File: config.mk
export PLATFORM = sky130hd
export DESIGN_NAME = cfc_sqrt_stage
export DESIGN_NICKNAME = d
export VERILOG_FILES = /design/src/hdl/contact_force_coulomb_friction_macros.svh /design/src/hdl/cfc_sqrt_stage.sv
export SDC_FILE = /design/constraint.sdc
export NUM_CORES = 1
export LEC_CHECK = 0
export BUFFER_PORTS_ARGS = -buffer_cell sky130_fd_sc_hd__buf_2
export CAP_MARGIN = 15
export CORE_MARGIN = 1.5
export CORE_UTILIZATION = 39
export CTS_CLUSTER_SIZE = 12
export DETAILED_ROUTE_END_ITERATION = 8
export PLACE_DENSITY = 0.82
export SYNTH_ARGS = -nofsm -noshare
export SYNTH_HDL_FRONTEND = slang
export SYNTH_SLANG_ARGS = --single-unit
File: constraint.sdc
create_clock -name clk -period 3.5 [get_ports clk]
set_input_delay 0.875 -clock clk [delete_from_list [all_inputs] [get_ports clk]]
set_output_delay 0.875 -clock clk [all_outputs]
set_load 0.05 [all_outputs]
File: src/hdl/contact_force_coulomb_friction_macros.svh
// Assertion macros shared by the contact force block
`ifndef CONTACT_FORCE_COULOMB_FRICTION_MACROS_SVH
`define CONTACT_FORCE_COULOMB_FRICTION_MACROS_SVH
// Antecedent implies consequent on the same edge
`define CFC_ASSERT_IMP(label, clk, rst, ante, cons, msg) \
  label: assert property (@(posedge clk) disable iff (rst) (ante) |-> (cons)) else $error(msg);
// Antecedent implies consequent on the next edge
`define CFC_ASSERT_NXT(label, clk, rst, ante, cons, msg) \
  label: assert property (@(posedge clk) disable iff (rst) (ante) |=> (cons)) else $error(msg);
`endif

File: src/hdl/cfc_sqrt_stage.sv
// ----------------------------------------------------------------------------
// cfc_sqrt_stage
// One registered digit step of the restoring integer square root.
// ----------------------------------------------------------------------------
`default_nettype none
module cfc_sqrt_stage #(
  parameter int Step = 0
) (
  input  wire logic        clk,
  input  wire logic [65:0] rem_in,
  input  wire logic [32:0] root_in,
  output logic      [65:0] rem_out,
  output logic      [32:0] root_out
);
  localparam int Sh = 2 * (31 - Step);
  logic [65:0] trial;
  logic [65:0] rem_next;
  logic [32:0] root_next;

  // Try the next root bit and keep it if the remainder allows
  always_comb begin
    trial = ({33'd0, root_in} << (Sh + 2)) | (66'd1 << Sh);
    if (rem_in >= trial) begin
      rem_next = rem_in - trial;
      root_next = (root_in << 1) | 33'd1;
    end else begin
      rem_next = rem_in;
      root_next = root_in << 1;
    end
  end

  always_ff @(posedge clk) begin
    rem_out <= rem_next;
    root_out <= root_next;
  end
endmodule
`default_nettype wire

# ---- Word level (Yosys, flattened, before mapping)
# Cells that the tools add are included.
# Widths: inputs -> output; s select.
dict set report word_totals {
  reg_bits 99
  latch_bits 0
  ram_bits 0
  mem_bits_ro 0
  input_bits 100
  out_inout_bits 99
  word_cells 6
  memories 0
}
dict set report op_classes {
  addsub 1
  n_mul 0
  div 0
  magnitude_cmp 1
  n_eq_ne 0
  shift 0
  mux 2
  bitwise 0
  n_reduce_logical 0
}
# operator n
set ops {}
lappend ops {{$ge 66x66->1} 1}
lappend ops {{$mux 66} 1}
lappend ops {{$sub 66x66->66} 1}
lappend ops {{$mux 1} 1}

# ---- Longest topological paths before layout
# Gate-level depths: netlist of run 1.
dict set report logic_depth {
  word_depth 2
  mapped_depth 7
  depth_no_buf 7
}

# ---- Least setup slack after synthesis of run 1
# OpenSTA, ideal clock, no wires.
dict set report synth_path {
  path_type {input to register}
  start {input port root_in[1]}
  end {register rem_out[64]}
  setup_ps 123
  arrival_time_ps 2267
  required_time_ps 3377
  setup_slack_ps 1110
  path_stages 7
  n_path_buf 0
  path_cell_list {inv_1 ha_1 nor4b_2 nand4_1 nor3_2 a221oi_2 mux2_1}
}
dict set report synth_via {
  elab_chain_len 2
}
# element line
set synth_lines {}
lappend synth_lines {{start, declared} cfc_sqrt_stage.sv:11} ;# input wire logic [32:0] root_in,
lappend synth_lines {{$ge 66x66->1} cfc_sqrt_stage.sv:23} ;# if (rem_in >= trial) begin
lappend synth_lines {{$mux 66} cfc_sqrt_stage.sv:23}
lappend synth_lines {{named net rem_next[64]} cfc_sqrt_stage.sv:17} ;# logic [65:0] rem_next;
lappend synth_lines {{end signal, assigned} cfc_sqrt_stage.sv:33} ;# rem_out <= rem_next;
lappend synth_lines {{end, declared} cfc_sqrt_stage.sv:12} ;# output logic [65:0] rem_out,
# The timed path passes the listed nets, and every way through them passes these cells.

# ---- Worst setup path after layout of run 1
dict set report layout_path {
  start {input port rem_in[65]}
  end {register rem_out[65]}
}
dict set report layout_via {
  elab_chain_len 2
  word_cells_on_any_way 3
  cone_classes {1 x add/sub; 1 x order compare; 1 x mux}
}
# element line
set layout_lines {}
lappend layout_lines {{start, declared} cfc_sqrt_stage.sv:10} ;# input wire logic [65:0] rem_in,
lappend layout_lines {{$sub 66x66->66 or $ge 66x66->1 (tied branches)} {cfc_sqrt_stage.sv:24, cfc_sqrt_stage.sv:23}}
lappend layout_lines {{$mux 66 *} cfc_sqrt_stage.sv:23}
lappend layout_lines {{named net rem_next[65]} cfc_sqrt_stage.sv:17}
# Mark *: on every way through the listed nets, which the timed path passes. The rest lies on a longest branch.

==> impl_results.md, run 1 <==
* Min-delay src: root_in[23]
* Post-synth EDFFs at 0
* TritonCTS clock tree: built
* FILL cells at 461
* CP Cell Sequence: buf_2 > ha_1 > nor4b_2 > nand4_1 > nor3_2 > a221oi_2 > mux2_1
* Initial antenna violation count at 0
* CP max FO at 5
* LEAKAGE at 1.806 nW
* Synth Cell Area at 0.002305 mm2
* Clock tree buffer depth at 2
* Total GRT Usage at 18.53%
* Final hold viol count at 0
* GR Overflow Total at 0
* Post-Syn Nets at 247
* Clk pin slew, worst setup/hold paths at 0.09 ns
* Worst slew pin tran at 0.5584 ns
* Final TNS setup at 0 ns
* Core area at 0.005608 mm2
* Clock root cell: clkbuf_8
* Cts hold-fix bufs at 0
* GR Layer Usage met2 at 32.97%
* Ratio of final minimum period to clock period at 66.64%
* Die W at 79.88 um
* CP max-delay cell: a221oi_2
* Worst Hold Class: input port to flip-flop
* Footprint of the multi-input gates at 300.3 um2
* Final WS setup at 1.168 ns
* DIE HEIGHT at 79.88 um
* CTS Buf Count at 9
* Most frequent cell after synthesis: dfxtp_1
* Post-Place Worst Slack at 0.7968 ns
* CP Capture Type: flip-flop
* Reg area at 0.001982 mm2
* Ys Warns at 0
* H-tree lvl count at 3
* Largest net degree at the start of global routing at 16
* Average cell area after synthesis at 16.12 um2
* Dpl cells at 412
* Clk sink count at 99
* Synth Instances at 143
* Residual DRC at 0
* Worst Path Arrival at 2.56 ns
* Status: finished, final reports clean
* Min Tclk post-route at 2.332 ns
* Die area at 0.006380 mm2
* Buf/Inv on CP at 1
* Power Dens Cells at 629.7 mW/mm2
* Top cells by area, synth: dfxtp_1 86%, nor4_1 3.3%, ha_1 2.2%
* Initial core utilization at 41.10%
* Dpl cell area at 0.003381 mm2
* First-pass GRT wire length at 8590 um
* Fmax at 428.8 MHz
* Power, Total at 2.237 mW
* Synth Flop Type: dfxtp_1
* Seq/Total Area, Yosys at 85.99%
* Ports at 199
* Core Util, Final at 63.34%
* Relative slew margins at 62.43%
* Fraction of layout cells with a size suffix above 1 at 60.11%
* Top delay family on crit path: compound AO/OA/AOI/OAI gates
* Drt pass-1 iters at 4
* N_diodes at 0
* CP Class: input port to flip-flop
* Netlist cell types at 18
* DP Wirelength at 5067 um
* RSZ-0062 raised after global routing: no
* Delay of the slowest critical-path stage at 0.50 ns
* Non-Filler Instances at 428
* Synth cell count leaders: 99 x dfxtp_1, 12 x nor4_1, 6 x inv_1
* Critical Path Start Type: input port
* Gr busiest metal: met2
* Area grow syn2layout at 54.13%
* Setup violators final at 0
* Worst Setup SP: rem_in[65]
* Row count at 27
* DR WL/cell at 14.03 um
* Final GP Congestion at 0.8151
* MaxCap Viol Count at 0
* NumNets Final at 455
* Initial DRC Count at 36
* Synth Register Bits at 99
* Maximum vdd ir drop at 0.0002705 V
* Number of port buffers at 197
* Top cell type's share of synthesized area at 85.99%
* Final ANT Viol Nets at 0
* Via density at 4.266
* Via count at 1826
* Post-synth ARST share at 0%
* Post-synth top area cell: dfxtp_1
* WP data required at 3.72 ns
* Hold_ws at 0.6262 ns
* Post_cts resized at 0
* Final WL at 6004 um
* Number of global-route vias before repair at 1885
* Grt met1 use at 18.93%
* Slew Viols, Final at 0
* Final instance area at 0.003552 mm2
* GR Util met3 at 5.371%
* Post-CTS setup buffers at 0
cell families (layout without fill, tap and decap cells):
kind of cell | after synthesis | in the layout | share of synthesized area, %
multiplexers | 3 | 3 | 1.411
AND/OR/NAND/NOR | 25 | 25 | 7.003
XOR/XNOR | 3 | 3 | 1.140
flip-flops | 99 | 99 | 85.99
AO/OA/AOI/OAI | 3 | 3 | 1.303
buffers and inverters | 6 | 219 | 0.9771
adder cells (fa/ha/maj) | 4 | 4 | 2.172
worst paths after layout:
path              slack [ns]  depth (start not counted)                    to
hold / removal          0.63                          1  root_out[24]$_DFF_P_
setup / recovery        1.17                          7   rem_out[65]$_DFF_P_
metal layers:
| metal | up-vias | share of wire, % |
|---|---|---|
| met2 | 105 | 52 |
| met4 | 0 | 3.0 |
| met3 | 20 | 8.1 |
| met5 | - | 0 |
| met1 | 797 | 37 |
| li1 | 904 | - |
sequential cells by signal (all words and copies together) (netlist names):
register  count
rem_out      66
root_out     33
cells in the final DEF, fill, tap and decap left out:
cell        synthesis  final
nor2_1              3      3
a221oi_2            1      1
ha_1                4      4
mux2_1              2      2
a21o_1              1      1
o21a_1              1      1
nand2_1             1      1
nor4b_1             2      2
nor3_2              1      1
clkinv_2            0      2
mux2i_1             1      1
nand4_1             3      3
nor3_1              1      1
nor4_1             12     12
nor4b_2             1      1
buf_2               0    197
clkbuf_1            0      2
clkbuf_8            0     10
dfxtp_1            99     99
clkinv_4            0      1
clkinvlp_4          0      1
nand3_1             1      1
inv_1               6      6
xnor2_1             3      3
report_power, final:
part | internal [mW] | switching (mW) | leakage [nW]
registers | 1.19 | 0.0145 | 0.835
logic | 0.0995 | 0.301 | 0.884
clock network | 0.278 | 0.352 | 0.0863
layout make-up:
class	count	share of cell area [%]
clock buffer	12	4.086
multi-input combinational	38	8.454
inverter	6	0.6340
timing repair buffer	197	27.76
tap	72	2.536
sequential	99	55.79
clock inverter	4	0.7397
No activity file was read; power rests on OpenSTA's default activity.
==> run 2, diff against run 1 <==
- CORE_UTILIZATION: 39 -> 36
- PLACE_DENSITY: 0.82 -> 0.77
- clock period: 3.5 -> 2.4 ns (I/O delays scaled with it)
==> run 2 against run 1 <==
  * Hold slack worse by 0.28 ns
  * First-iteration DRC count fell by 25%
  * Die area increased by 8.0%
  * Routed wire length shrank 2.1%
  * Clock-buffer cell count down 2
  * Largest cell class unchanged
  * Highest routed layer unchanged
==> impl_results.md, run 2 (synthesis gave the netlist of run 1 again) <==
* Via density at 4.266
* Metal-1 WL at 2098 um
* CP max FO at 5
* Internal power at 2.262 mW
* Area grow syn2layout at 54.83%
* Combinational power share at 18.0%
* Setup violators final at 0
* MaxCap Viol Count at 0
* GR Overflow Total at 0
* Post_cts resized at 0
* First-pass GRT wire length at 9432 um
* Largest register by flop count: rem_out
* Min Tclk post-route at 2.015 ns
* Hold_ws at 0.3486 ns
* Core area at 0.006061 mm2
* CTS Buf Count at 9
* Worst slew pin tran at 0.5230 ns
* H-tree lvl count at 3
* WL met2 at 3294 um
* Final instance area at 0.003568 mm2
* Ports at 199
* TritonCTS clock tree: built
* Worst Hold Class: input port to flip-flop
* Worst Path Arrival at 2.25 ns
* Relative slew margins at 65.13%
* Commonest cells after routing, fill and taps aside: 197 x buf_2, 99 x dfxtp_1, 12 x nor4_1
* Sw power at 995.1 uW
* Number of port buffers at 197
* Cts hold-fix bufs at 0
* Drt pass-1 iters at 4
* Slew Viols, Final at 0
* Total GRT Usage at 17.73%
* Largest regs: rem_out: 66 flops, root_out: 33 flops
* Commonest non-fill, non-tap cell in the layout: buf_2
* WP data required at 2.63 ns
* DP Wirelength at 4967 um
* Final WS setup at 0.3848 ns
* Status: finished, final reports clean
* Via count at 1847
* LEAKAGE at 1.808 nW
* Post-CTS setup buffers at 0
* Final ANT Viol Nets at 0
* Clk pin slew, worst setup/hold paths at 0.09 ns
* Fmax at 496.2 MHz
* Final TNS setup at 0 ns
* Row count at 28
* Post-Place Worst Slack at 0.01951 ns
* CP Class: input port to flip-flop
* Max FFs per register at 66
* Final WL at 5875 um
* Die area at 0.006891 mm2
* Met3 WL at 448 um
* Die W at 83.01 um
* Power Dens Cells at 912.9 mW/mm2
* RSZ-0062 raised after global routing: no
* N_diodes at 0
* Maximum vdd ir drop at 0.0005754 V
* DIE HEIGHT at 83.01 um
* Final hold viol count at 0
* CP Capture Type: flip-flop
* Initial core utilization at 38.03%
* Largest net degree at the start of global routing at 17
* DR WL/cell at 13.57 um
* Max Used Layer: met4
* Clock root cell: clkbuf_8
* Initial DRC Count at 27
* Dpl cell area at 0.003400 mm2
* NumNets Final at 457
* Clock network power share at 28.0%
* Critical Path Start Type: input port
* Initial antenna violation count at 0
* Ratio of final minimum period to clock period at 83.97%
* Number of global-route vias before repair at 1892
* Clk sink count at 99
* Clock tree buffer depth at 2
* Sw Share at 30.55%
* Sequential share of power at 54.0%
* Final GP Congestion at 0.7304
* Residual DRC at 0
* Power, Total at 3.258 mW
* Fraction of layout cells with a size suffix above 1 at 60.61%
[run 2: path summary, 6_finish.rpt]
| check | start | to | slack, ns | depth (start not counted) |
|---|---|---|---|---|
| min | root_in[8] | root_out[9]$_DFF_P_ | 0.35 | 1 |
| max | rem_in[64] | rem_out[64]$_DFF_P_ | 0.38 | 7 |
[run 2: power by group through the flow]
stage                     registers [mW]  logic (mW)  clock network (mW)
after floorplan                     2.15      0.0394                   0
after global placement              1.80       0.584                   0
after detailed placement            1.80       0.592                   0
after CTS                           1.76       0.593               0.944
after global routing                1.77       0.612                1.01
final                               1.76       0.588               0.911
[run 2: through the flow]
step	std cells	utilization, %
3_3_place_gp	417	56.09
3_5_place_dp	417	56.09
2_1_floorplan	143	-
6_report	433	58.88
5_1_grt	433	58.88
4_1_cts	433	58.88
[run 2: final cells by class]
class	instances	area, um2
Inverter	6	22.52
Tap cell	75	93.84
Clock inverter	6	41.29
Fill cell	542	2492
Sequential cell	99	1982
Multi-Input combinational cell	38	300.3
Clock buffer	10	127.6
Timing Repair Buffer	199	1001
[run 2: worst max-delay path: stages]
cell	delay, ns
buf_2	0.12
ha_1	0.35
nor4b_1	0.18
nand4_1	0.10
nor3_2	0.06
a221oi_2	0.47
mux2_1	0.37
[run 2: per-layer routing]
metal  GRT usage, %  vias up
li1               -      906
met1          17.63      835
met2          33.33      102
met3          7.356        4
met4          5.303        0
met5              0        -
==> run 3, diff against run 2 <==
- CORE_UTILIZATION: 36 -> 33
- PLACE_DENSITY: 0.77 -> 0.74
- clock period: 2.4 -> 1.8 ns (I/O delays scaled with it)
==> run 3 against run 2 <==
  * Combinational power rose by 36%
  * Hold slack lost 0.16 ns
  * Core utilization fell by 4.7 points
  * Global-route usage shrank 3.1 points
  * First-iteration DRC count up 100%
  * Critical path depth up 1
  * Critical path type unchanged
  * Setup slack worse by 0.20 ns
==> impl_results.md, run 3 (synthesis gave the netlist of run 1 again) <==
* Status: finished, final reports clean
* Number of port buffers at 197
* Post-CTS setup buffers at 0
* WP data required at 2.04 ns
* Initial antenna violation count at 0
* Slew Viols, Final at 0
* Hold_ws at 0.1861 ns
* CP max-delay cell: mux2_1
* Min-delay src: root_in[11]
* Clock tree buffer depth at 2
* CTS Buf Count at 9
* Relative slew margins at 75.45%
* Initial DRC Count at 55
* DP Wirelength at 4483 um
* MaxCap Viol Count at 0
* DR WL/cell at 12.32 um
* Number of global-route vias before repair at 1778
* Row count at 30
* N_diodes at 0
* Initial core utilization at 34.11%
* Cts hold-fix bufs at 0
* Largest register by flop count: rem_out
* CP Class: input port to flip-flop
* FILL cells at 578
* Total GRT Usage at 14.58%
* Core Util, Final at 54.15%
* Reg area at 0.001982 mm2
* Power Dens Cells at 1213 mW/mm2
* Final ANT Viol Nets at 0
* Worst Setup SP: root_in[0]
* Residual DRC at 0
* Die W at 86.57 um
* Fmax at 617.2 MHz
* Fraction of layout cells with a size suffix above 1 at 62.53%
* Max FFs per register at 66
* Post-Place Worst Slack at -0.2165 ns
* Clk sink count at 99
* Power, Total at 4.437 mW
* CP Capture Type: flip-flop
* First-pass GRT wire length at 8038 um
* Largest regs: rem_out: 66 flops, root_out: 33 flops
* RSZ-0062 raised after global routing: no
* Largest net degree at the start of global routing at 18
* H-tree lvl count at 3
* Critical Path Start Type: input port
* Dpl cell area at 0.003471 mm2
* TritonCTS clock tree: built
* Ports at 199
* Worst slew pin tran at 0.3649 ns
* Delay of the slowest critical-path stage at 0.32 ns
* Worst Path Arrival at 1.86 ns
* Min Tclk post-route at 1.620 ns
* Maximum vdd ir drop at 0.0005688 V
* Final WL at 5458 um
* DIE HEIGHT at 86.57 um
* Area grow syn2layout at 58.74%
* Final WS setup at 0.1799 ns
* CP Cell Sequence: buf_2 > inv_2 > ha_4 > nor4b_1 > nand4_1 > nor3_2 > a221oi_2 > mux2_1
* Commonest cells after routing, fill and taps aside: 197 x buf_2, 99 x dfxtp_1, 12 x nor4_1
* Ratio of final minimum period to clock period at 90.01%
* Via count at 1857
* NumNets Final at 462
* Clock root cell: clkbuf_8
* Final instance area at 0.003659 mm2
* Final GP Congestion at 0.7273
* Drt pass-1 iters at 4
* Post_cts resized at 0
* Clk pin slew, worst setup/hold paths at 0.10 ns
* Die area at 0.007494 mm2
* Worst Hold Class: input port to flip-flop
* Commonest non-fill, non-tap cell in the layout: buf_2
* CP max FO at 3
* GR Overflow Total at 0
* Final hold viol count at 0
* LEAKAGE at 1.834 nW
* Footprint of the multi-input gates at 325.3 um2
* Via density at 4.192
* Core area at 0.006756 mm2
* Setup violators final at 0
run 3: changes by cell type in the layout (fill, tap and decap cells not counted), sizes merged:
cell	delta
clkinvlp	+1
buf	+5
clkinv	-1
run 3: final timing paths:
check / endpoint / slack, ns / cells after the start
worst max-delay path: rem_out[65]$_DFF_P_ / 0.18 / 8
worst min-delay path: root_out[12]$_DFF_P_ / 0.19 / 1
run 3: final cells by class:
class / count / area share (%)
inverters: 6 / 0.6840
well taps: 80 / 2.736
repair buffers: 204 / 28.39
multi-input cells: 38 / 8.892
clock inverters: 6 / 1.368
flip-flops and latches: 99 / 54.17
clock buffers: 10 / 3.762
run 3: layer usage:
metal / vias up / track usage [%] / share of wire (%)
met5: - / 0 / 0
met4: 0 / 5.279 / 1.1
met3: 7 / 7.905 / 11
met2: 113 / 24.93 / 51
met1: 824 / 15.10 / 37
li1: 913 / - / -
run 3: power breakdown:
part / total (mW) / internal [mW] / switching [mW]
Sequential: 2.34 / 2.32 / 0.0256
Combinational: 0.799 / 0.211 / 0.589
Clock: 1.29 / 0.551 / 0.743
run 3: metrics by stage:
stage / TNS, ns / std cells
floorplan: -0.04220 / 143
global placement: -0.6787 / 427
detailed placement: -0.8021 / 427
CTS: 0 / 443
global route: 0 / 443
finish: 0 / 443
run 3: worst max-delay path: cells and delay by family:
family / cells / cell delay [ns]
and+or+nand+nor: 3 / 0.59
muxes: 1 / 0.32
adders and majority gates: 1 / 0.25
buffers and inverters: 2 / 0.13
AOI/OAI and AO/OA: 1 / 0.10
