===== src/hdl/contact_force_coulomb_friction_macros.svh =====
// Assertion macros shared by the contact force block
`ifndef CONTACT_FORCE_COULOMB_FRICTION_MACROS_SVH
`define CONTACT_FORCE_COULOMB_FRICTION_MACROS_SVH
// Antecedent implies consequent on the same edge
`define CFC_ASSERT_IMP(label, clk, rst, ante, cons, msg) \
  label: assert property (@(posedge clk) disable iff (rst) (ante) |-> (cons)) else $error(msg);
// Antecedent implies consequent on the next edge
`define CFC_ASSERT_NXT(label, clk, rst, ante, cons, msg) \
  label: assert property (@(posedge clk) disable iff (rst) (ante) |=> (cons)) else $error(msg);
`endif


===== src/hdl/cfc_div_stage.sv =====
// ----------------------------------------------------------------------------
// cfc_div_stage
// One registered bit step of the two restoring quotient dividers.
// ----------------------------------------------------------------------------
`default_nettype none
module cfc_div_stage #(
  parameter int Step = 0
) (
  input  wire logic        clk,
  input  wire logic [63:0] num_x_in,
  input  wire logic [63:0] num_y_in,
  input  wire logic [32:0] den,
  input  wire logic [32:0] q_x_in,
  input  wire logic [32:0] q_y_in,
  output logic      [32:0] q_x_out,
  output logic      [32:0] q_y_out,
  output logic      [63:0] num_x_out,
  output logic      [63:0] num_y_out
);
  localparam int Sh = 31 - Step;
  logic [96:0] tx, ty, dsh;

  // Subtract shifted divisor where it fits
  always_comb begin
    dsh = {64'd0, den} << Sh;
    tx = {33'd0, num_x_in};
    ty = {33'd0, num_y_in};
  end

  always_ff @(posedge clk) begin
    if (tx >= dsh) begin
      num_x_out <= 64'(tx - dsh);
      q_x_out <= (q_x_in << 1) | 33'd1;
    end else begin
      num_x_out <= num_x_in;
      q_x_out <= q_x_in << 1;
    end
    if (ty >= dsh) begin
      num_y_out <= 64'(ty - dsh);
      q_y_out <= (q_y_in << 1) | 33'd1;
    end else begin
      num_y_out <= num_y_in;
      q_y_out <= q_y_in << 1;
    end
  end
endmodule
`default_nettype wire


===== config.mk =====
export PLATFORM = sky130hd
export DESIGN_NAME = cfc_div_stage
export DESIGN_NICKNAME = d
export VERILOG_FILES = /design/src/hdl/contact_force_coulomb_friction_macros.svh /design/src/hdl/cfc_div_stage.sv
export SDC_FILE = /design/constraint.sdc
export NUM_CORES = 1
export LEC_CHECK = 0
export BUFFER_PORTS_ARGS = -buffer_cell sky130_fd_sc_hd__buf_2
export CAP_MARGIN = 20
export CORE_AREA = 2 2 162 164
export DETAILED_ROUTE_END_ITERATION = 7
export DIE_AREA = 0 0 164 166
export PLACE_DENSITY = 0.64
export SLEW_MARGIN = 10
export SYNTH_ARGS = -nofsm -noshare
export SYNTH_HDL_FRONTEND = slang
export SYNTH_SLANG_ARGS = --single-unit

===== constraint.sdc =====
create_clock -name clk -period 3.45 [get_ports clk]
set_clock_uncertainty 0.05 [all_clocks]
set_input_delay 0.1725 -clock clk [delete_from_list [all_inputs] [get_ports clk]]
set_output_delay 0.1725 -clock clk [all_outputs]
set_load 0.005 [all_outputs]

# After elaboration in Yosys (flattened, before gate mapping)
# Cells that the tools add are included.
# classes
add_sub_neg	2
n_lt_le_gt_ge	2
muxes	4
# op_table
cell	n
greater-or-equal comparator 64 bit	2
two-way mux 64 bit	2
subtractor 64 bit	2
two-way mux 1 bit	2
# word_totals
ff_bits	194
out_inout_bits	194
in_bits	228
word_cells	12

# Depth between registers and ports, before layout
# Gate-level depths: netlist of run 1.
# logic_depth
word_depth	2
mapped_depth	14
mapped_depth_nobuf	12

# Worst setup path after synthesis of run 1
# Ideal clock, no wire load.
# synth_path
kind	input -> register
start	in num_y_in[31]
end	reg num_y_out[63]
stages	12
slack_ns	0.862
t_arrival_ns	2.418
n_path_buf	0
t_required_ns	3.280
path_cell_list	inv_1 -> ha_1 -> fa_1 -> nor2b_4 -> o31ai_4 -> a21boi_2 -> a2111oi_4 -> o311ai_4 -> a31oi_4 -> a2111oi_2 -> o21a_1 -> o31ai_2
# synth_via
elab_chain_cells	2
word_cells_on_any_way	3
classes_between	add/sub: 1; order compare: 1; mux: 1
# synth_lines
item	line_no	text
from (decl)	cfc_div_stage.sv:11	input wire logic [63:0] num_y_in,
subtractor 64 bit or greater-or-equal comparator 64 bit (tied branches)	cfc_div_stage.sv:39, cfc_div_stage.sv:38	
two-way mux 64 bit *	cfc_div_stage.sv:38	if (ty >= dsh) begin
to (signal assigned)	cfc_div_stage.sv:39	num_y_out <= 64'(ty - dsh);
to (signal assigned)	cfc_div_stage.sv:42	num_y_out <= num_y_in;
to (decl)	cfc_div_stage.sv:18	output logic [63:0] num_y_out
# Every way passes the cells marked *; elsewhere a longest branch is shown, timed or not.

# Final worst setup path of run 1
# layout_path
start	in num_x_in[31]
end	reg num_x_out[59]
# layout_via
elab_chain_cells	2
word_cells_on_any_way	3
classes_between	add/sub: 1; order compare: 1; mux: 1
# layout_lines
item	line_no	text
from (decl)	cfc_div_stage.sv:10	input wire logic [63:0] num_x_in,
subtractor 64 bit or greater-or-equal comparator 64 bit (tied branches)	cfc_div_stage.sv:32, cfc_div_stage.sv:31	
two-way mux 64 bit *	cfc_div_stage.sv:31	if (tx >= dsh) begin
to (signal assigned)	cfc_div_stage.sv:32	num_x_out <= 64'(tx - dsh);
to (signal assigned)	cfc_div_stage.sv:35	num_x_out <= num_x_in;
to (decl)	cfc_div_stage.sv:17	output logic [63:0] num_x_out,
# Marked as above.

==> run_summary.xml, run 1 <==
<?xml version="1.0" encoding="UTF-8"?>
<metrics>
  <group name="critical_path">
    <metric name="timing.critical_path.slowest_cell_delay" unit="ns">0.52</metric>
    <metric name="cp-end-kind" unit="">register</metric>
    <metric name="crit_buf_inv" unit="">3</metric>
    <metric name="worst_ep_arrival_time" unit="ns">3.41</metric>
    <metric name="slowest_stage" unit="">sky130_fd_sc_hd__dlygate4sd3_1</metric>
    <metric name="critPathLaunchType" unit="">input port</metric>
    <metric name="timing.critical_path.mode_cell" unit="">sky130_fd_sc_hd__o21ai_1</metric>
    <metric name="worst_setup_path_endpoint" unit="">num_x_out[59]</metric>
    <metric name="crit_fanout" unit="">6</metric>
    <metric name="setup.worst_path.start" unit="">num_x_in[31]</metric>
    <metric name="worst-setup-path-type" unit="">in -&gt; reg</metric>
    <metric name="cp_required" unit="ns">3.72</metric>
    <metric name="critical_path_depth" unit="">14</metric>
    <metric name="crit_chain" unit="">dlygate4sd3_1 -&gt; buf_2 -&gt; inv_1 -&gt; ha_1 -&gt; fa_1 -&gt; nor2b_1 -&gt; o21ai_1 -&gt; a21oi_1 -&gt; o21ai_1 -&gt; a211oi_1 -&gt; o22ai_1 -&gt; o311ai_1 -&gt; xnor2_1 -&gt; o21ai_1</metric>
    <metric name="critical-path-top-delay-family" unit="">compound AO/OA/AOI/OAI gates</metric>
  </group>
  <group name="synthesis">
    <metric name="syn-num-nets" unit="">1205</metric>
    <metric name="synth_most_common_cell" unit="">sky130_fd_sc_hd__dfxtp_1</metric>
    <metric name="synth-async-reset-ratio" unit="%">0</metric>
    <metric name="postSynth.topFlopCell" unit="">sky130_fd_sc_hd__dfxtp_1</metric>
    <metric name="number_of_distinct_library_cell_variants_in_the_gate_level_netlist_after_synthesis" unit="">73</metric>
    <metric name="synth_area" unit="um2">8470</metric>
    <metric name="synth_edf_count" unit="">0</metric>
    <metric name="ys_ff_latch" unit="">194</metric>
    <metric name="seq_area_frac_synth" unit="%">45.8</metric>
    <metric name="library_cell_with_the_largest_summed_area_after_synthesis" unit="">sky130_fd_sc_hd__dfxtp_1</metric>
    <metric name="syn_inst" unit="">909</metric>
    <metric name="syn_avg_cell_area" unit="um2">9.32</metric>
    <metric name="synth.top_cells.by_count" unit="">194 x sky130_fd_sc_hd__dfxtp_1, 97 x sky130_fd_sc_hd__nand2_1, 86 x sky130_fd_sc_hd__a21oi_1, 70 x sky130_fd_sc_hd__o21ai_0, 66 x sky130_fd_sc_hd__ha_1</metric>
    <metric name="yosys-top-cells-area" unit="">sky130_fd_sc_hd__dfxtp_1 46%, sky130_fd_sc_hd__ha_1 9.7%, sky130_fd_sc_hd__a21oi_1 5.1%, sky130_fd_sc_hd__nand2_1 4.3%, sky130_fd_sc_hd__o21ai_0 4.1%</metric>
    <metric name="netlist.area_leader.share" unit="%">45.8</metric>
    <metric name="synth.yosys.warnings" unit="">0</metric>
  </group>
  <group name="hold_path">
    <metric name="min_delay_path_depth" unit="">3</metric>
    <metric name="path_class_of_the_lowest_slack_min_delay_path" unit="">in -&gt; reg</metric>
  </group>
  <group name="sta">
    <metric name="grt_setup_unrepaired" unit="">false</metric>
    <metric name="slew_headroom" unit="%">64.6</metric>
    <metric name="layout_min_cycle_time" unit="ns">3.14</metric>
    <metric name="worst_pin_slew" unit="ns">0.525</metric>
    <metric name="maxSlewViolCount" unit="">0</metric>
    <metric name="final.period_utilization" unit="%">90.9</metric>
    <metric name="timing.final.setup_violations" unit="">0</metric>
    <metric name="hold_violations" unit="">0</metric>
    <metric name="setup_total_negative_slack" unit="ns">0</metric>
    <metric name="holdWs" unit="ns">0.0102</metric>
    <metric name="max_freq" unit="MHz">319</metric>
  </group>
  <group name="die">
    <metric name="die-area" unit="um2">27200</metric>
    <metric name="top_level_ports" unit="">422</metric>
    <metric name="dieWidth" unit="um">164</metric>
    <metric name="floorplan.initialDensity" unit="%">33.1</metric>
    <metric name="dieHeight" unit="um">166</metric>
    <metric name="core_region_area" unit="um2">25600</metric>
    <metric name="fp-row-count" unit="">59</metric>
  </group>
  <group name="global_route">
    <metric name="globalRouteTotalUtil" unit="%">23.8</metric>
    <metric name="gr-total-overflow" unit="">0</metric>
    <metric name="grt_first_pass_wirelength" unit="um">49600</metric>
    <metric name="grt_max_degree" unit="">45</metric>
    <metric name="number_of_antenna_violations_at_the_first_check_in_global_routing" unit="">0</metric>
    <metric name="vias_in_the_first_global_route" unit="">8982</metric>
  </group>
  <group name="routing">
    <metric name="final_antenna_net_count" unit="">0</metric>
    <metric name="detail_route.wl_per_cell" unit="um">18.0</metric>
    <metric name="wl" unit="um">33500</metric>
    <metric name="drc" unit="">0</metric>
    <metric name="drtPass1Iterations" unit="">5</metric>
    <metric name="viasPerCell" unit="">4.86</metric>
    <metric name="dr.first_iter.drc_count" unit="">442</metric>
    <metric name="dr_total_vias" unit="">9039</metric>
  </group>
  <group name="place">
    <metric name="dp.final_hpwl" unit="um">25400</metric>
    <metric name="io_buffers" unit="">419</metric>
    <metric name="place.gp.congestion" unit="">0.911</metric>
  </group>
  <group name="cts">
    <metric name="ctsHoldBuffers" unit="">182</metric>
    <metric name="tritoncts_num_sinks" unit="">194</metric>
    <metric name="numCtsBuffers" unit="">17</metric>
    <metric name="htree_levels" unit="">4</metric>
    <metric name="cts.path.max_buffers" unit="">2</metric>
    <metric name="clock_transition_time_at_the_flip_flop_clock_pins_of_the_worst_setup_and_hold_paths" unit="ns">0.09</metric>
    <metric name="cts_tree" unit="">done</metric>
    <metric name="postCtsResizedCells" unit="">0</metric>
    <metric name="post-cts-setup-buffer-count" unit="">0</metric>
    <metric name="cts_root_buffer" unit="">sky130_fd_sc_hd__clkbuf_16</metric>
  </group>
  <group name="run_status">
    <metric name="outcome" unit="">finished, final reports clean</metric>
  </group>
  <group name="layout">
    <metric name="drive_above_1_share" unit="%">31.6</metric>
    <metric name="antenna-diode-count" unit="">0</metric>
    <metric name="layout.filler_cells" unit="">2331</metric>
    <metric name="area_growth_syn_to_layout" unit="%">58.3</metric>
    <metric name="finish.net_count" unit="">1809</metric>
  </group>
  <group name="pwr">
    <metric name="ir_drop" unit="V">0.000374</metric>
    <metric name="leakagePower" unit="nW">6.53</metric>
    <metric name="cellPowerDensity" unit="nW/um2">467</metric>
    <metric name="fin_total_pwr" unit="W">0.00627</metric>
  </group>
  <group name="run">
    <metric name="maxCapViolations" unit="">0</metric>
  </group>
</metrics>
==> sequential cells by signal, indices dropped and copies added, names as in the netlist <==
register and count:
q_y_out 33, num_x_out 64, q_x_out 33, num_y_out 64
==> per-stage QoR <==
stage / worst slack, ns / cell area, um2 / util, % / cells
2_1_floorplan: 0.862 / 8470 / - / 909
3_3_place_gp: 0.443 / 10900 / 42.7 / 1647
3_5_place_dp: 0.434 / 10900 / 42.7 / 1647
4_1_cts: 0.347 / 13400 / 52.4 / 1861
5_1_grt: 0.150 / 13400 / 52.4 / 1861
6_report: 0.313 / 13400 / 52.4 / 1861
==> routing by layer <==
layer  routed length [um]  global-route usage, %  part of all wire [%]  up-vias
li1                     -                      -                     -     4441
met1                14300                   28.8                    43     4224
met2                16100                   41.2                    48      314
met3                 2200                   5.87                   6.6       60
met4                  868                   7.74                   2.6        0
met5                    0                      0                     0        -
==> report_power, final <==
| group | total [W] | switching (W) | internal [W] |
|---|---|---|---|
| logic | 0.00156 | 0.000821 | 0.000739 |
| clock network | 0.00218 | 0.00115 | 0.00103 |
| registers | 0.00252 | 0.0000646 | 0.00246 |
==> worst min-delay path: stages <==
cell and delay, ns:
sky130_fd_sc_hd__buf_2 0.12, sky130_fd_sc_hd__nor2_1 0.10, sky130_fd_sc_hd__a21oi_1 0.07
==> layout make-up <==
cell class	count	area [um2]	area share, %
clock buffers	17	425	3.17
clock inverters	15	224	1.67
inverters	54	203	1.51
multi-input cells	640	4290	32.0
flip-flops and latches	194	3880	28.9
well taps	335	419	3.12
repair buffers	606	3970	29.6
==> worst min-delay path by stage <==
stage | start | end | slack [ns]
floorplan | num_x_in[0] | num_x_out[0] | 0.15
global placement | q_y_in[8] | q_y_out[9] | 0.22
detailed placement | q_x_in[23] | q_x_out[24] | 0.23
CTS | num_y_in[48] | num_y_out[48] | 0.004
global route | num_y_in[38] | num_y_out[38] | 0.01
finish | num_y_in[38] | num_y_out[38] | 0.01
==> cell usage in the layout (no fill, tap or decap), types with 11 or more instances in the layout <==
| master | count |
|---|---|
| sky130_fd_sc_hd__a21o_1 | 28 |
| sky130_fd_sc_hd__a21oi_1 | 86 |
| sky130_fd_sc_hd__buf_2 | 419 |
| sky130_fd_sc_hd__clkbuf_16 | 17 |
| sky130_fd_sc_hd__dfxtp_1 | 194 |
| sky130_fd_sc_hd__dlygate4sd3_1 | 182 |
| sky130_fd_sc_hd__ha_1 | 66 |
| sky130_fd_sc_hd__inv_1 | 52 |
| sky130_fd_sc_hd__nand2_1 | 97 |
| sky130_fd_sc_hd__nand4_1 | 12 |
| sky130_fd_sc_hd__nor2_1 | 51 |
| sky130_fd_sc_hd__nor2b_1 | 11 |
| sky130_fd_sc_hd__nor3_1 | 12 |
| sky130_fd_sc_hd__nor4_1 | 18 |
| sky130_fd_sc_hd__o21a_1 | 11 |
| sky130_fd_sc_hd__o21ai_0 | 70 |
| sky130_fd_sc_hd__xnor2_1 | 27 |
| sky130_fd_sc_hd__xor2_1 | 24 |
==> cells by family after synthesis <==
kind of cell	Yosys count	synth area share (%)
AO/OA/AOI/OAI	271	20.7
AND/OR/NAND/NOR	248	14.2
flip-flops	194	45.8
buffers and inverters	75	3.53
adder cells (fa/ha/maj)	68	10.2
XOR/XNOR	51	5.27
multiplexers	2	0.251
(Power assumes the default switching activity.)
==> run 2, diff against run 1 <==
--- a/config.mk
+++ b/config.mk
@@ -11,6 +11,7 @@
 export DETAILED_ROUTE_END_ITERATION = 7
 export DIE_AREA = 0 0 164 166
 export PLACE_DENSITY = 0.64
+export REMOVE_ABC_BUFFERS = 1
 export SLEW_MARGIN = 10
 export SYNTH_ARGS = -nofsm -noshare
 export SYNTH_HDL_FRONTEND = slang
==> constraint.sdc (replaced) <==
create_clock -name clk -period 3.2 [get_ports clk]
set_clock_uncertainty 0.05 [all_clocks]
set_input_delay 0.16 -clock clk [delete_from_list [all_inputs] [get_ports clk]]
set_output_delay 0.16 -clock clk [all_outputs]
set_load 0.005 [all_outputs]
==> run_summary.xml, run 2 (synthesized netlist as in run 1, its figures left out) <==
<?xml version="1.0" encoding="UTF-8"?>
<metrics>
  <group name="layout">
    <metric name="drive_above_1_share" unit="%">31.7</metric>
    <metric name="area_growth_syn_to_layout" unit="%">59.9</metric>
    <metric name="layout.cell_area.non_filler" unit="um2">13600</metric>
    <metric name="layout.cells.most_common" unit="">sky130_fd_sc_hd__buf_2</metric>
    <metric name="registers_with_the_most_flip_flops" unit="">num_x_out: 64 flops, num_y_out: 64 flops</metric>
    <metric name="final_cell_mix" unit="">419 x sky130_fd_sc_hd__buf_2, 194 x sky130_fd_sc_hd__dfxtp_1, 190 x sky130_fd_sc_hd__dlygate4sd3_1</metric>
    <metric name="layout.filler_cells" unit="">2286</metric>
    <metric name="finish.net_count" unit="">1822</metric>
  </group>
  <group name="routing">
    <metric name="drc" unit="">0</metric>
    <metric name="final_antenna_net_count" unit="">0</metric>
    <metric name="drtPass1Iterations" unit="">5</metric>
    <metric name="wl" unit="um">32600</metric>
    <metric name="detail_route.wl_per_cell" unit="um">17.4</metric>
    <metric name="viasPerCell" unit="">4.82</metric>
    <metric name="dr.first_iter.drc_count" unit="">455</metric>
    <metric name="dr_total_vias" unit="">9036</metric>
  </group>
  <group name="sta">
    <metric name="final.period_utilization" unit="%">97.4</metric>
    <metric name="layout_min_cycle_time" unit="ns">3.12</metric>
    <metric name="maxSlewViolCount" unit="">0</metric>
    <metric name="worst_pin_slew" unit="ns">0.487</metric>
    <metric name="grt_setup_unrepaired" unit="">false</metric>
    <metric name="max_freq" unit="MHz">321</metric>
    <metric name="slew_headroom" unit="%">67.2</metric>
    <metric name="timing.final.setup_violations" unit="">0</metric>
    <metric name="setup_total_negative_slack" unit="ns">0</metric>
    <metric name="hold_violations" unit="">0</metric>
  </group>
  <group name="hold_path">
    <metric name="path_class_of_the_lowest_slack_min_delay_path" unit="">in -&gt; reg</metric>
  </group>
  <group name="place">
    <metric name="post_dp_cell_area" unit="um2">11000</metric>
    <metric name="place.gp.congestion" unit="">0.911</metric>
    <metric name="io_buffers" unit="">419</metric>
    <metric name="dp.final_hpwl" unit="um">24700</metric>
  </group>
  <group name="cts">
    <metric name="clock_transition_time_at_the_flip_flop_clock_pins_of_the_worst_setup_and_hold_paths" unit="ns">0.09</metric>
    <metric name="cts.path.max_buffers" unit="">2</metric>
    <metric name="post-cts-setup-buffer-count" unit="">0</metric>
    <metric name="htree_levels" unit="">4</metric>
    <metric name="cts_root_buffer" unit="">sky130_fd_sc_hd__clkbuf_16</metric>
    <metric name="cts_tree" unit="">done</metric>
    <metric name="numCtsBuffers" unit="">17</metric>
    <metric name="tritoncts_num_sinks" unit="">194</metric>
  </group>
  <group name="global_route">
    <metric name="gr-total-overflow" unit="">0</metric>
    <metric name="globalRouteMet3Util" unit="%">4.25</metric>
    <metric name="groute.layer.met2.usage" unit="%">40.7</metric>
    <metric name="grt_first_pass_wirelength" unit="um">49300</metric>
    <metric name="grt_max_degree" unit="">49</metric>
    <metric name="vias_in_the_first_global_route" unit="">9011</metric>
    <metric name="grt_use_met1" unit="%">29.0</metric>
    <metric name="globalRouteTotalUtil" unit="%">23.3</metric>
    <metric name="number_of_antenna_violations_at_the_first_check_in_global_routing" unit="">1</metric>
    <metric name="gr-max-usage-layer" unit="">met2</metric>
  </group>
  <group name="critical_path">
    <metric name="cp_required" unit="ns">3.47</metric>
    <metric name="critPathLaunchType" unit="">input port</metric>
    <metric name="worst_ep_arrival_time" unit="ns">3.38</metric>
    <metric name="crit_fanout" unit="">3</metric>
    <metric name="worst-setup-path-type" unit="">in -&gt; reg</metric>
    <metric name="cp-end-kind" unit="">register</metric>
  </group>
  <group name="die">
    <metric name="core_region_area" unit="um2">25600</metric>
    <metric name="die-area" unit="um2">27200</metric>
    <metric name="dieWidth" unit="um">164</metric>
    <metric name="floorplan.initialDensity" unit="%">33.1</metric>
    <metric name="dieHeight" unit="um">166</metric>
    <metric name="fp-row-count" unit="">59</metric>
    <metric name="top_level_ports" unit="">422</metric>
  </group>
  <group name="pwr">
    <metric name="ir_drop" unit="V">0.000419</metric>
    <metric name="cellPowerDensity" unit="nW/um2">497</metric>
    <metric name="leakagePower" unit="nW">6.59</metric>
  </group>
  <group name="run">
    <metric name="maxCapViolations" unit="">0</metric>
  </group>
  <group name="run_status">
    <metric name="outcome" unit="">finished, final reports clean</metric>
  </group>
</metrics>
run 2: cell count changes in the layout (fill, tap and decap cells not counted), sizes merged:
| cell | previous run | this run |
|---|---|---|
| bufinv | 0 | 1 |
| dlygate4sd3 | 182 | 190 |
| diode | 0 | 1 |
| buf | 424 | 429 |
| clkinv | 5 | 6 |
| inv | 64 | 62 |
run 2: per-stage QoR:
step / setup WS (ns) / cells / utilization, % / power (W) / hold WS, ns
2_1_floorplan: 0.0598 / 888 / - / 0.00358 / 0.138
3_3_place_gp: 0.227 / 1652 / 42.9 / 0.00424 / 0.213
3_5_place_dp: 0.170 / 1652 / 42.9 / 0.00426 / 0.214
4_1_cts: 0.0727 / 1874 / 52.9 / 0.00677 / 0.000305
5_1_grt: 0.0163 / 1875 / 52.9 / 0.00708 / 0.0218
6_report: 0.0844 / 1875 / 52.9 / 0.00674 / 0.00704
run 2: worst max-delay path, cell delays in order:
cell and delay [ns]:
sky130_fd_sc_hd__dlygate4sd3_1 0.53, sky130_fd_sc_hd__buf_2 0.12, sky130_fd_sc_hd__inv_1 0.04, sky130_fd_sc_hd__ha_1 0.24, sky130_fd_sc_hd__fa_1 0.45, sky130_fd_sc_hd__nor2b_4 0.18, sky130_fd_sc_hd__o31ai_4 0.08, sky130_fd_sc_hd__a21boi_2 0.27
sky130_fd_sc_hd__a2111oi_4 0.13, sky130_fd_sc_hd__o311ai_4 0.36, sky130_fd_sc_hd__a31oi_4 0.18, sky130_fd_sc_hd__a2111oi_2 0.40, sky130_fd_sc_hd__o21a_1 0.18, sky130_fd_sc_hd__o31ai_2 0.06
run 2: power breakdown:
group / leakage, nW / internal [W] / switching (W)
registers: 1.64 / 0.00265 / 0.0000681
clock network: 0.314 / 0.00116 / 0.00116
logic: 4.64 / 0.000815 / 0.000885
total: 6.59 / 0.00463 / 0.00211
run 2: layout make-up:
| type | count | area, um2 | share of cell area (%) |
|---|---|---|---|
| Antenna cell | 1 | 2.50 | 0.0185 |
| Clock buffer | 17 | 425 | 3.14 |
| Clock inverter | 15 | 224 | 1.65 |
| Inverter | 54 | 203 | 1.50 |
| Multi-Input combinational cell | 640 | 4300 | 31.7 |
| Sequential cell | 194 | 3880 | 28.7 |
| Tap cell | 335 | 419 | 3.09 |
| Timing Repair Buffer | 619 | 4100 | 30.2 |
run 2: repair_timing:
action / CTS / global route
hold endpoints to repair: 190 / 0
hold buffers: 190 / 0
gates resized for setup: 0 / 1
setup endpoints to repair: 0 / 3
run 2: final timing paths:
path / cells after the start / slack [ns] / startpoint / endpoint
max: 14 / 0.08 / num_y_in[31] / num_y_out[63]
min: 3 / 0.007 / num_x_in[52] / num_x_out[52]
run 2: layer usage:
metal | up-vias | part of all wire, %
met5 | - | 0
met4 | 0 | 2.5
met3 | 46 | 5.6
met2 | 350 | 49
met1 | 4175 | 43
li1 | 4465 | -
